[src/rtl/assert_macros.svh]
// Assertion helpers, clocked on clk and disabled while arst_n is low.
`ifndef ASSERT_MACROS_SVH
`define ASSERT_MACROS_SVH

// Same-cycle implication.
`define ASRT_IMP(lbl, ante, cons) \
	lbl: assert property (@(posedge clk) disable iff (!arst_n) (ante) |-> (cons)) \
		else $error("assertion failed");

// Next-cycle implication.
`define ASRT_NXT(lbl, ante, cons) \
	lbl: assert property (@(posedge clk) disable iff (!arst_n) (ante) |=> (cons)) \
		else $error("assertion failed");

`endif

[src/rtl/lbfg_pkg.sv]
`timescale 1ns / 1ps

package lbfg_pkg;

	localparam logic [7:0]  UP_DEF        = 8'd70;
	localparam logic [7:0]  DIFF_DEF      = 8'd20;
	localparam logic [7:0]  PERCENT       = 8'd100;
	localparam logic [15:0] MAX_FREQ_RST  = 16'hFFFF;
	localparam int          BIG_BIT       = 24;
	localparam int          BIG_SHIFT     = 7;
	localparam logic [19:0] MEGA          = 20'd1000000;
	localparam logic [13:0] MEGA_DIV64    = 14'd15625;
	localparam logic [2:0]  DROPS_NEEDED  = 3'd4;
	localparam logic [15:0] RESET_TARGET  = 16'd800;

	localparam logic [1:0]  REG_UP        = 2'd0;
	localparam logic [1:0]  REG_DIFF      = 2'd1;
	localparam logic [1:0]  REG_MAX       = 2'd2;

endpackage

[src/rtl/load_based_frequency_governor.sv]
`timescale 1ns / 1ps
// Load based frequency governor.
// Input channel (in_valid/in_ready): one load sample per transaction, with busy_ticks,
// total_ticks and cur_freq. Output channel (out_valid/out_ready): one
// target_frequency and status per sample, in order.
// Configuration goes through the APB port: up_threshold at 0x0, down_differential
// at 0x4, max_frequency at 0x8; pready is always high, reads return the registers.
// in_ready is high only while the sequencer is idle. Invalid settings and zero total
// pass through PREP then DONE, loads above the threshold through PREP, UP and DONE,
// loads inside the band through PREP, UP, BAND and DONE. A computed target also
// passes MUL1, MUL2, DIV1, MUL3, DIV2 and FILT: two 64-step passes of the shared
// restoring divider (load ratio, then percent scaling) dominate. in_ready rises
// with out_valid, so a new sample is accepted only once the last result is loaded.
// The result sits in an output register, so the next sample is accepted while it
// waits; if a second result is ready before the first is taken, the sequencer
// holds it and stays not ready until out_ready frees the register.
// Reset restores the register defaults (70, 20, 65535), sets the last computed
// target to 800, clears the drop counter and empties the output register.
`include "assert_macros.svh"

module load_based_frequency_governor import lbfg_pkg::*; (
	input  logic        clk,
	input  logic        arst_n,
	input  logic        in_valid,
	output logic        in_ready,
	input  logic [31:0] busy_ticks,
	input  logic [31:0] total_ticks,
	input  logic [15:0] cur_freq,
	output logic        out_valid,
	input  logic        out_ready,
	output logic [15:0] target_frequency,
	output logic        status,
	input  logic        psel,
	input  logic        penable,
	input  logic        pwrite,
	input  logic [3:0]  paddr,
	input  logic [31:0] pwdata,
	output logic [31:0] prdata,
	output logic        pready
);

	typedef enum logic [3:0] {
		ST_IDLE,
		ST_PREP,
		ST_UP,
		ST_BAND,
		ST_MUL1,
		ST_MUL2,
		ST_DIV1,
		ST_MUL3,
		ST_DIV2,
		ST_FILT,
		ST_DONE
	} state_t;

	state_t      state_q;
	logic [7:0]  up_q;
	logic [7:0]  diff_q;
	logic [15:0] max_q;
	logic [15:0] last_q;
	logic [2:0]  drop_cnt_q;
	logic        out_valid_q;
	logic [15:0] out_freq_q;
	logic        out_stat_q;
	logic [15:0] res_freq_q;
	logic        res_stat_q;

	logic [31:0] busy_q;
	logic [31:0] total_q;
	logic [15:0] cur_q;
	logic [40:0] prod_q;
	logic [63:0] dvd_q;
	logic [26:0] dvsr_q;
	logic [26:0] rem_q;
	logic [5:0]  cnt_q;

	logic        cfg_wr;
	logic [7:0]  up_eff;
	logic [7:0]  diff_eff;
	logic [7:0]  band;
	logic [7:0]  divs;
	logic        bad_cfg;
	logic        big_time;
	logic [32:0] busy_pct;
	logic [32:0] total_up;
	logic [32:0] total_band;
	logic [54:0] scaled;
	logic [42:0] pct_q1;
	logic [27:0] rem_shift;
	logic        qbit;
	logic [26:0] rem_next;
	logic [15:0] freq;
	logic [2:0]  cnt_inc;
	logic        out_free;

	assign pready = 1'b1;
	assign cfg_wr = psel && penable && pwrite;

	always_comb begin
		case (paddr[3:2])
			REG_UP:   prdata = {24'd0, up_q};
			REG_DIFF: prdata = {24'd0, diff_q};
			REG_MAX:  prdata = {16'd0, max_q};
			default:  prdata = 32'd0;
		endcase
	end

	assign up_eff   = (up_q == 8'd0) ? UP_DEF : up_q;
	assign diff_eff = (diff_q == 8'd0) ? DIFF_DEF : diff_q;
	assign bad_cfg  = (up_eff > PERCENT) || (up_eff < diff_eff);
	assign band     = up_eff - diff_eff;
	assign divs     = ((up_eff - {1'b0, diff_eff[7:1]}) == 8'd0) ? 8'd1
	                : (up_eff - {1'b0, diff_eff[7:1]});
	assign big_time = (|busy_q[31:BIG_BIT]) || (|total_q[31:BIG_BIT]);

	assign busy_pct   = 33'(busy_q[24:0]) * 33'(PERCENT);
	assign total_up   = 33'(total_q[24:0]) * 33'(up_eff);
	assign total_band = 33'(total_q[24:0]) * 33'(band);
	assign scaled     = 55'(prod_q) * 55'(MEGA_DIV64);
	assign pct_q1     = 43'(dvd_q[35:0]) * 43'(PERCENT);

	// shared restoring divider step
	assign rem_shift = {rem_q, dvd_q[63]};
	assign qbit      = rem_shift >= {1'b0, dvsr_q};
	assign rem_next  = qbit ? 27'(rem_shift - {1'b0, dvsr_q}) : rem_shift[26:0];

	assign freq     = (|dvd_q[63:16]) ? 16'hFFFF : dvd_q[15:0];
	assign cnt_inc  = drop_cnt_q + 3'd1;
	assign out_free = !out_valid_q || out_ready;

	always_ff @(posedge clk or negedge arst_n) begin
		if (!arst_n) begin
			state_q     <= ST_IDLE;
			up_q        <= UP_DEF;
			diff_q      <= DIFF_DEF;
			max_q       <= MAX_FREQ_RST;
			last_q      <= RESET_TARGET;
			drop_cnt_q  <= 3'd0;
			out_valid_q <= 1'b0;
			out_freq_q  <= 16'd0;
			out_stat_q  <= 1'b0;
			res_freq_q  <= 16'd0;
			res_stat_q  <= 1'b0;
		end else begin
			if (cfg_wr) begin
				case (paddr[3:2])
					REG_UP:   up_q   <= pwdata[7:0];
					REG_DIFF: diff_q <= pwdata[7:0];
					REG_MAX:  max_q  <= pwdata[15:0];
					default: ;
				endcase
			end
			if (out_valid_q && out_ready && state_q != ST_DONE) begin
				out_valid_q <= 1'b0;
			end
			case (state_q)
				ST_IDLE: begin
					if (in_valid) begin
						state_q <= ST_PREP;
					end
				end
				ST_PREP: begin
					res_stat_q <= bad_cfg;
					if (bad_cfg) begin
						res_freq_q <= 16'd0;
						state_q    <= ST_DONE;
					end else if (total_q == 32'd0) begin
						res_freq_q <= max_q;
						state_q    <= ST_DONE;
					end else begin
						state_q <= ST_UP;
					end
				end
				ST_UP: begin
					if (busy_pct > total_up || cur_q == 16'd0) begin
						res_freq_q <= max_q;
						state_q    <= ST_DONE;
					end else begin
						state_q <= ST_BAND;
					end
				end
				ST_BAND: begin
					if (busy_pct > total_band) begin
						res_freq_q <= cur_q;
						state_q    <= ST_DONE;
					end else begin
						state_q <= ST_MUL1;
					end
				end
				ST_MUL1: state_q <= ST_MUL2;
				ST_MUL2: state_q <= ST_DIV1;
				ST_DIV1: begin
					if (cnt_q == 6'd0) begin
						state_q <= ST_MUL3;
					end
				end
				ST_MUL3: state_q <= ST_DIV2;
				ST_DIV2: begin
					if (cnt_q == 6'd0) begin
						state_q <= ST_FILT;
					end
				end
				ST_FILT: begin
					if (freq < last_q && cnt_inc < DROPS_NEEDED) begin
						drop_cnt_q <= cnt_inc;
						res_freq_q <= cur_q;
					end else begin
						drop_cnt_q <= 3'd0;
						res_freq_q <= freq;
					end
					last_q  <= freq;
					state_q <= ST_DONE;
				end
				ST_DONE: begin
					if (out_free) begin
						out_valid_q <= 1'b1;
						out_freq_q  <= res_freq_q;
						out_stat_q  <= res_stat_q;
						state_q     <= ST_IDLE;
					end
				end
				default: state_q <= ST_IDLE;
			endcase
		end
	end

	always_ff @(posedge clk) begin
		case (state_q)
			ST_IDLE: begin
				busy_q  <= busy_ticks;
				total_q <= total_ticks;
				cur_q   <= cur_freq;
			end
			ST_PREP: begin
				if (big_time) begin
					busy_q  <= busy_q >> BIG_SHIFT;
					total_q <= total_q >> BIG_SHIFT;
				end
			end
			ST_MUL1: begin
				prod_q <= 41'(busy_q[24:0]) * 41'(cur_q);
			end
			ST_MUL2: begin
				dvd_q  <= {3'd0, scaled, 6'd0};
				dvsr_q <= {2'd0, total_q[24:0]};
				rem_q  <= 27'd0;
				cnt_q  <= 6'd63;
			end
			ST_MUL3: begin
				dvd_q  <= {21'd0, pct_q1};
				dvsr_q <= 27'(divs) * 27'(MEGA);
				rem_q  <= 27'd0;
				cnt_q  <= 6'd63;
			end
			ST_DIV1, ST_DIV2: begin
				rem_q <= rem_next;
				dvd_q <= {dvd_q[62:0], qbit};
				cnt_q <= cnt_q - 6'd1;
			end
			default: ;
		endcase
	end

	assign in_ready         = (state_q == ST_IDLE);
	assign out_valid        = out_valid_q;
	assign target_frequency = out_freq_q;
	assign status           = out_stat_q;

	`ASRT_IMP(a_drop_cnt_range, 1'b1, drop_cnt_q < DROPS_NEEDED)
	`ASRT_IMP(a_rem_below_dvsr, (state_q == ST_DIV1) || (state_q == ST_DIV2), rem_q < dvsr_q)
	`ASRT_IMP(a_bad_cfg_zero, out_valid_q && out_stat_q, out_freq_q == 16'd0)
	`ASRT_NXT(a_accept_busy, in_valid && in_ready, state_q == ST_PREP)

endmodule

[config.mk]
export PLATFORM = sky130hd
export DESIGN_NAME = load_based_frequency_governor
export DESIGN_NICKNAME = d
export VERILOG_FILES = /design/src/rtl/lbfg_pkg.sv /design/src/rtl/load_based_frequency_governor.sv
export VERILOG_INCLUDE_DIRS = /design/src /design/src/rtl
export SDC_FILE = /design/constraint.sdc
export NUM_CORES = 2
export LEC_CHECK = 0
export BUFFER_PORTS_ARGS = -buffer_cell sky130_fd_sc_hd__buf_2
export CAP_MARGIN = 10
export CORE_MARGIN = 3
export CORE_UTILIZATION = 60
export DETAILED_ROUTE_END_ITERATION = 10
export PLACE_DENSITY = 0.76
export REMOVE_ABC_BUFFERS = 1
export SYNTH_ARGS = -nofsm -noshare
export SYNTH_HDL_FRONTEND = slang
export SYNTH_SLANG_ARGS = --single-unit
export TNS_END_PERCENT = 20
[constraint.sdc]
create_clock -name clk -period 15.1 [get_ports clk]
set_input_delay 3.02 -clock clk [delete_from_list [all_inputs] [get_ports clk]]
set_output_delay 3.02 -clock clk [all_outputs]
set_load 0.005 [all_outputs]
## Yosys cells after proc, flatten, opt, wreduce, memory -nomap -nowiden

Cells that the tools add are included.

| operators by class | value |
|---|---|
| order comparisons | 7 |
| add/sub/neg operators | 5 |
| multiply operators | 7 |
| reductions and logical operators | 35 |
| equal/unequal tests | 21 |
| multiplexer cells | 33 |

Operators by type and width:

| operator | number |
|---|---|
| one-hot mux 64 bit (3 select lines) | 1 |
| one-hot mux 32 bit (2 select lines) | 2 |
| one-hot mux 27 bit (2 select lines) | 2 |
| two-way mux 16 bit | 6 |
| greater-than comparator 32 x 33 -> 1 bit | 2 |
| multiplier 25 x 8 -> 33 bit | 2 |
| two-way mux 32 bit | 2 |
| one-hot mux 16 bit (4 select lines) | 1 |
| multiplier 41 x 14 -> 55 bit, second input constant | 1 |
| one-hot mux 16 bit (3 select lines) | 1 |
| OR reduction 48 bit | 1 |
| one-hot mux 4 bit (11 select lines) | 1 |
| multiplier 25 x 16 -> 41 bit | 1 |
| multiplier 36 x 5 -> 41 bit, second input constant | 1 |
| logical NOT 32 bit | 1 |
| two-way mux 4 bit | 8 |
| multiplier 25 x 5 -> 30 bit, second input constant | 1 |
| >= comparator 28 x 27 -> 1 bit | 1 |
| two-way mux 27 bit | 1 |
| subtractor 27 bit | 1 |
| logical NOT 8 bit | 3 |
| two-way mux 8 bit | 3 |
| multiplier 8 x 14 -> 21 bit, second input constant | 1 |
| == test 4 x 3 -> 1 bit, second input constant | 4 |
| 33 further kinds | 60 |

| word-level totals | value |
|---|---|
| register bits after elaboration | 335 |
| input port bits | 123 |
| logic and storage cells | 127 |
| output and inout bits | 52 |

## Longest topological paths before layout

| logic depth | value |
|---|---|
| word-level depth | 7 |
| depth in mapped cells | 43 |
| depth with buffers taken out | 41 |

## Least setup slack after synthesis

OpenSTA, ideal clock, no wires.

| timing path | value |
|---|---|
| path kind | reg2reg |
| from | register up_q[3] |
| to | register res_freq_q[10] |
| path slack | 5.897 ns |
| library setup time | 0.125 ns |
| arrival time | 9.078 ns |
| clock period less this slack | 9.203 ns |
| cell stages (with the launch flop) | 44 |
| cell sequence | dfrtp_1 -> nor4_1 -> a21oi_1 -> clkinv_1 -> clkbuf_1 -> ha_1 -> nor2b_1 -> o21ai_0 -> nand2b_1 -> nand3_1 -> nand2_1 -> a21o_1 -> a21oi_1 -> xnor2_1 -> clkbuf_1 -> nand2_1 -> fa_1 -> fa_1 -> (+8 left out) -> o311a_1 -> nor4_1 -> o21ai_0 -> nand2b_1 -> a21oi_1 -> xor2_1 -> ha_1 -> and4_1 -> nand3_1 -> nor3_1 -> nand2_1 -> nor4_1 -> nor2_1 -> o211ai_1 -> mux2i_1 -> o21ai_2 -> buf_6 -> mux2_4 |

| between the ends | value |
|---|---|
| longest elaborated chain between the ends | 7 |

Ends and longest elaborated chain:

| element | line | RTL |
|---|---|---|
| from (decl) | load_based_frequency_governor.sv:57 | `logic [7:0] up_q;` |
| from (signal assigned) | load_based_frequency_governor.sv:147 | `REG_UP: up_q <= pwdata[7:0];` |
| logical NOT 8 bit | load_based_frequency_governor.sv:108 | `assign up_eff = (up_q == 8'd0) ? UP_DEF : up_q;` |
| two-way mux 8 bit * | load_based_frequency_governor.sv:108 |  |
| subtractor 8 bit / multiplier 25 x 8 -> 33 bit (equally long branches) | load_based_frequency_governor.sv:111, load_based_frequency_governor.sv:117 |  |
| multiplier 25 x 8 -> 33 bit / greater-than comparator 32 x 33 -> 1 bit (equally long branches) | load_based_frequency_governor.sv:118, load_based_frequency_governor.sv:175 |  |
| greater-than comparator 32 x 33 -> 1 bit / logical OR 1 bit (equally long branches) | load_based_frequency_governor.sv:183, load_based_frequency_governor.sv:175 |  |
| inequality test 2 bit (no source line) | - |  |
| AND reduction 4 bit (no source line) | - |  |
| to (signal assigned) | load_based_frequency_governor.sv:176 | `res_freq_q <= max_q;` |
| to (signal assigned) | load_based_frequency_governor.sv:184 | `res_freq_q <= cur_q;` |
| to (signal assigned) | load_based_frequency_governor.sv:206 | `res_freq_q <= cur_q;` |
| to (decl) | load_based_frequency_governor.sv:65 | `logic [15:0] res_freq_q;` |

Mark *: on every way between the ends. The rest lies on a longest branch, timed or not.
A chain may end at the register's enable or synchronous reset.

## Worst setup path after layout

| timing path | value |
|---|---|
| from | register up_q[3] |
| to | register res_freq_q[2] |

The elaborated chain is that of the path after synthesis.

==> flow_summary.yaml <==
routing:
  routedWlPerCell_um: 18.37
  drc: 0
  first_iter_violations: 3197
  finalWirelength_um: 140700
  vias: 44632
  final_antenna_net_count: 0
  via_per_inst: 5.827
  firstDrtPassIters: 6
placement:
  dp_hpwl_um: 109300
  dp_cells: 7573
  io_buffers: 139
  gp_congestion: 0.9027
sta:
  worst_slew_pin_slew_ns: 1.264
  setup_viol: 0
  slew_headroom: 0.1506
  rsz0062_at_grt: "no"
  fin_crit_ns: 12.11
  fin_crit_sh: 0.8017
  fin_setup_tns_ns: 0
  max_freq_ghz: 0.08260
  final_hold_viol_count: 0
  slew_viol_final: 0
  skew_ns: 0.04963
floorplan:
  die_h_um: 320.9
  ios: 175
  rows: 114
  start_util: 0.6098
  core_area_um2: 97560
  die_w_um: 320.9
  dieArea_um2: 103000
logic_synthesis:
  dominantRegCellSynth: "edfxtp_1"
  synth_area_um2: 59490
  syn_area_per_cell_um2: 9.390
  async_flop_share: 0.2687
  synth-seq-area-share: 0.1620
  synth_edf_count: 245
  synth-seq-cells: 335
  synth_cells: 6336
  yosysWarnings: 0
  netlist-cell-type-count: 93
critical_path:
  critPathKind: "flop to flop"
  path_max_fanout: 33
  start_kind: "flop"
  cpPeakStageDelay_ns: 0.98
  slowest_stage: "o21ai_2"
  crit_required_ns: 15.63
  worstPathArrival_ns: 12.64
  endpoint_kind: "flop"
global_route:
  grt.overflow.total: 0
  grt_first_pass_wirelength_um: 236400
  globalRouteTotalUtil: 0.2824
  grt_antenna_before_repair: 2
  grt_max_degree: 65
  grt_pass1_vias: 46456
clocking:
  h-tree-depth: 2
  cts_inserted_buffers: 44
  root_buffer: "clkbuf_16"
  clock_path_buffers: 3
  clock_latency_ns: 0.65
  cts.sinks: 335
  cts_setup_buffers: 0
  cts_tree: "done"
  path_clk_slew_ns: 0.06
  post_cts_resized: 0
  ctsHoldBuffers: 0
layout:
  multi_input_area_um2: 44510
  drive_above_1_share: 0.07462
  syn_to_final_growth_pct: 5.666
  layoutNonFillerInstCount: 7659
  fill_cells: 7834
  nets: 8081
  regArea_um2: 9639
run_status:
  outcome: "finished, final reports clean"
hold_path:
  min_path_type: "flop to flop"
flow_run:
  maxCapViolations: 0
[cell type report]
type / instances / area share
Clock buffer: 57 / 0.01877
Tap cell: 1276 / 0.02540
Inverter: 1169 / 0.06980
Timing Repair Buffer: 216 / 0.02042
Multi-Input combinational cell: 4578 / 0.7080
Sequential cell: 335 / 0.1533
Antenna cell: 4 / 0.0001592
Clock inverter: 24 / 0.004100
[cell usage after synthesis (all sizes together) (12+ instances only)]
cell type	n	area [µm²]
mux2i	19	190.2
o21ai	211	1060
a21oi	254	1279
a21o	144	1081
xor2	108	953.4
inv	1166	4377
xnor2	142	1244
ha	768	9609
or3	21	131.4
a31oi	25	156.4
a2111oi	25	219.0
nor2	201	757.0
buf	30	186.4
o21a	25	187.7
edfxtp	245	7357
o211ai	16	120.1
nand2	648	2432
dfstp	24	630.6
mux2	116	1348
o21bai	48	360.4
and2	380	2377
nor3	43	215.2
or2	13	81.33
clkbuf	239	897.1
a211oi	24	180.2
o221ai	12	105.1
nand2b	61	381.6
nand3	63	315.3
fa	846	16940
nor2b	62	387.9
a22oi	29	217.7
nand4	37	231.5
nor4	34	212.7
dfrtp	66	1652
and3	28	175.2
[worst paths after layout]
kind / from / endpoint / slack, ns / cells after the start
max: up_q[3] / res_freq_q[2] / 2.99 / 42
min: last_q[15] / last_q[15] / 0.48 / 2
max reg2reg: up_q[3] / res_freq_q[2] / 2.99 / 42
min reg2reg: last_q[15] / last_q[15] / 0.48 / 2
max in group asynchronous: arst_n / last_q[0] / 11.67 / 2
min in group asynchronous: arst_n / diff_q[1] / 2.30 / 1
[flip-flops by register name, summed over array words and instances, names as in the netlist]
name,count
cnt_q,6
state_q,4
res_stat_q,1
dvd_q,64
rem_q,27
out_valid,1
last_q,16
max_q,16
diff_q,8
cur_q,16
dvsr_q,27
target_frequency,16
up_q,8
status,1
prod_q,41
drop_cnt_q,3
busy_q,32
total_q,32
res_freq_q,16
[stage by stage]
stage | hold WS [ns] | util | worst slack (ns) | area (µm²)
4_1_cts | 0.4847 | 0.6441 | 3.210 | 62840
6_report | 0.4850 | 0.6443 | 2.994 | 62860
5_1_grt | 0.5058 | 0.6442 | 2.328 | 62850
2_1_floorplan | 0.4419 | - | 5.109 | 58470
3_3_place_gp | 0.4617 | 0.6293 | 3.316 | 61400
3_5_place_dp | 0.4677 | 0.6293 | 3.291 | 61400
[layout by cell type, fill, tap and decap left out, types with 25 or more instances in the layout]
cell type / instances
a2111oi_0: 25
a21o_1: 143
a21oi_1: 251
a22oi_1: 29
a31oi_1: 25
and2_1: 380
and3_1: 28
buf_2: 138
buf_4: 77
clkbuf_16: 44
dfrtp_1: 66
edfxtp_1: 245
fa_1: 846
ha_1: 768
inv_1: 1165
mux2_2: 105
nand2_1: 648
nand2b_1: 61
nand3_1: 63
nand4_1: 37
nor2_1: 198
nor2b_1: 62
nor3_1: 42
nor4_1: 33
o21a_1: 25
o21ai_0: 206
o21bai_1: 46
xnor2_1: 141
xor2_1: 107
[logic make-up after synthesis]
family,synth area share
adders and majority gates,0.4467
other,0.0001262
DFF,0.1620
AOI/OAI and AO/OA,0.1019
buffers and inverters,0.09197
and+or+nand+nor,0.1345
muxes,0.02585
xor gates and xnor gates,0.03693
[critical path: cells and delay by family, from the launching register on]
family | cells | cell delay (ns)
compound gates | 14 | 4.21
xor+xnor | 2 | 0.29
fa+ha+maj | 7 | 2.90
buf+inv | 5 | 1.06
flops | 1 | 0.37
mux | 2 | 0.77
simple gates | 12 | 2.35
[per-layer routing]
metal / track usage / wire, µm / vias up
met5: 0 / 7 / -
met2: 0.4612 / 64690 / 1661
met3: 0.04738 / 11370 / 290
met4: 0.07926 / 3800 / 2
met1: 0.3919 / 60780 / 22178
li1: - / - / 20501
Power is not shown: default switching activity piles up to over one toggle a cycle in this logic, so the estimate is an artifact.
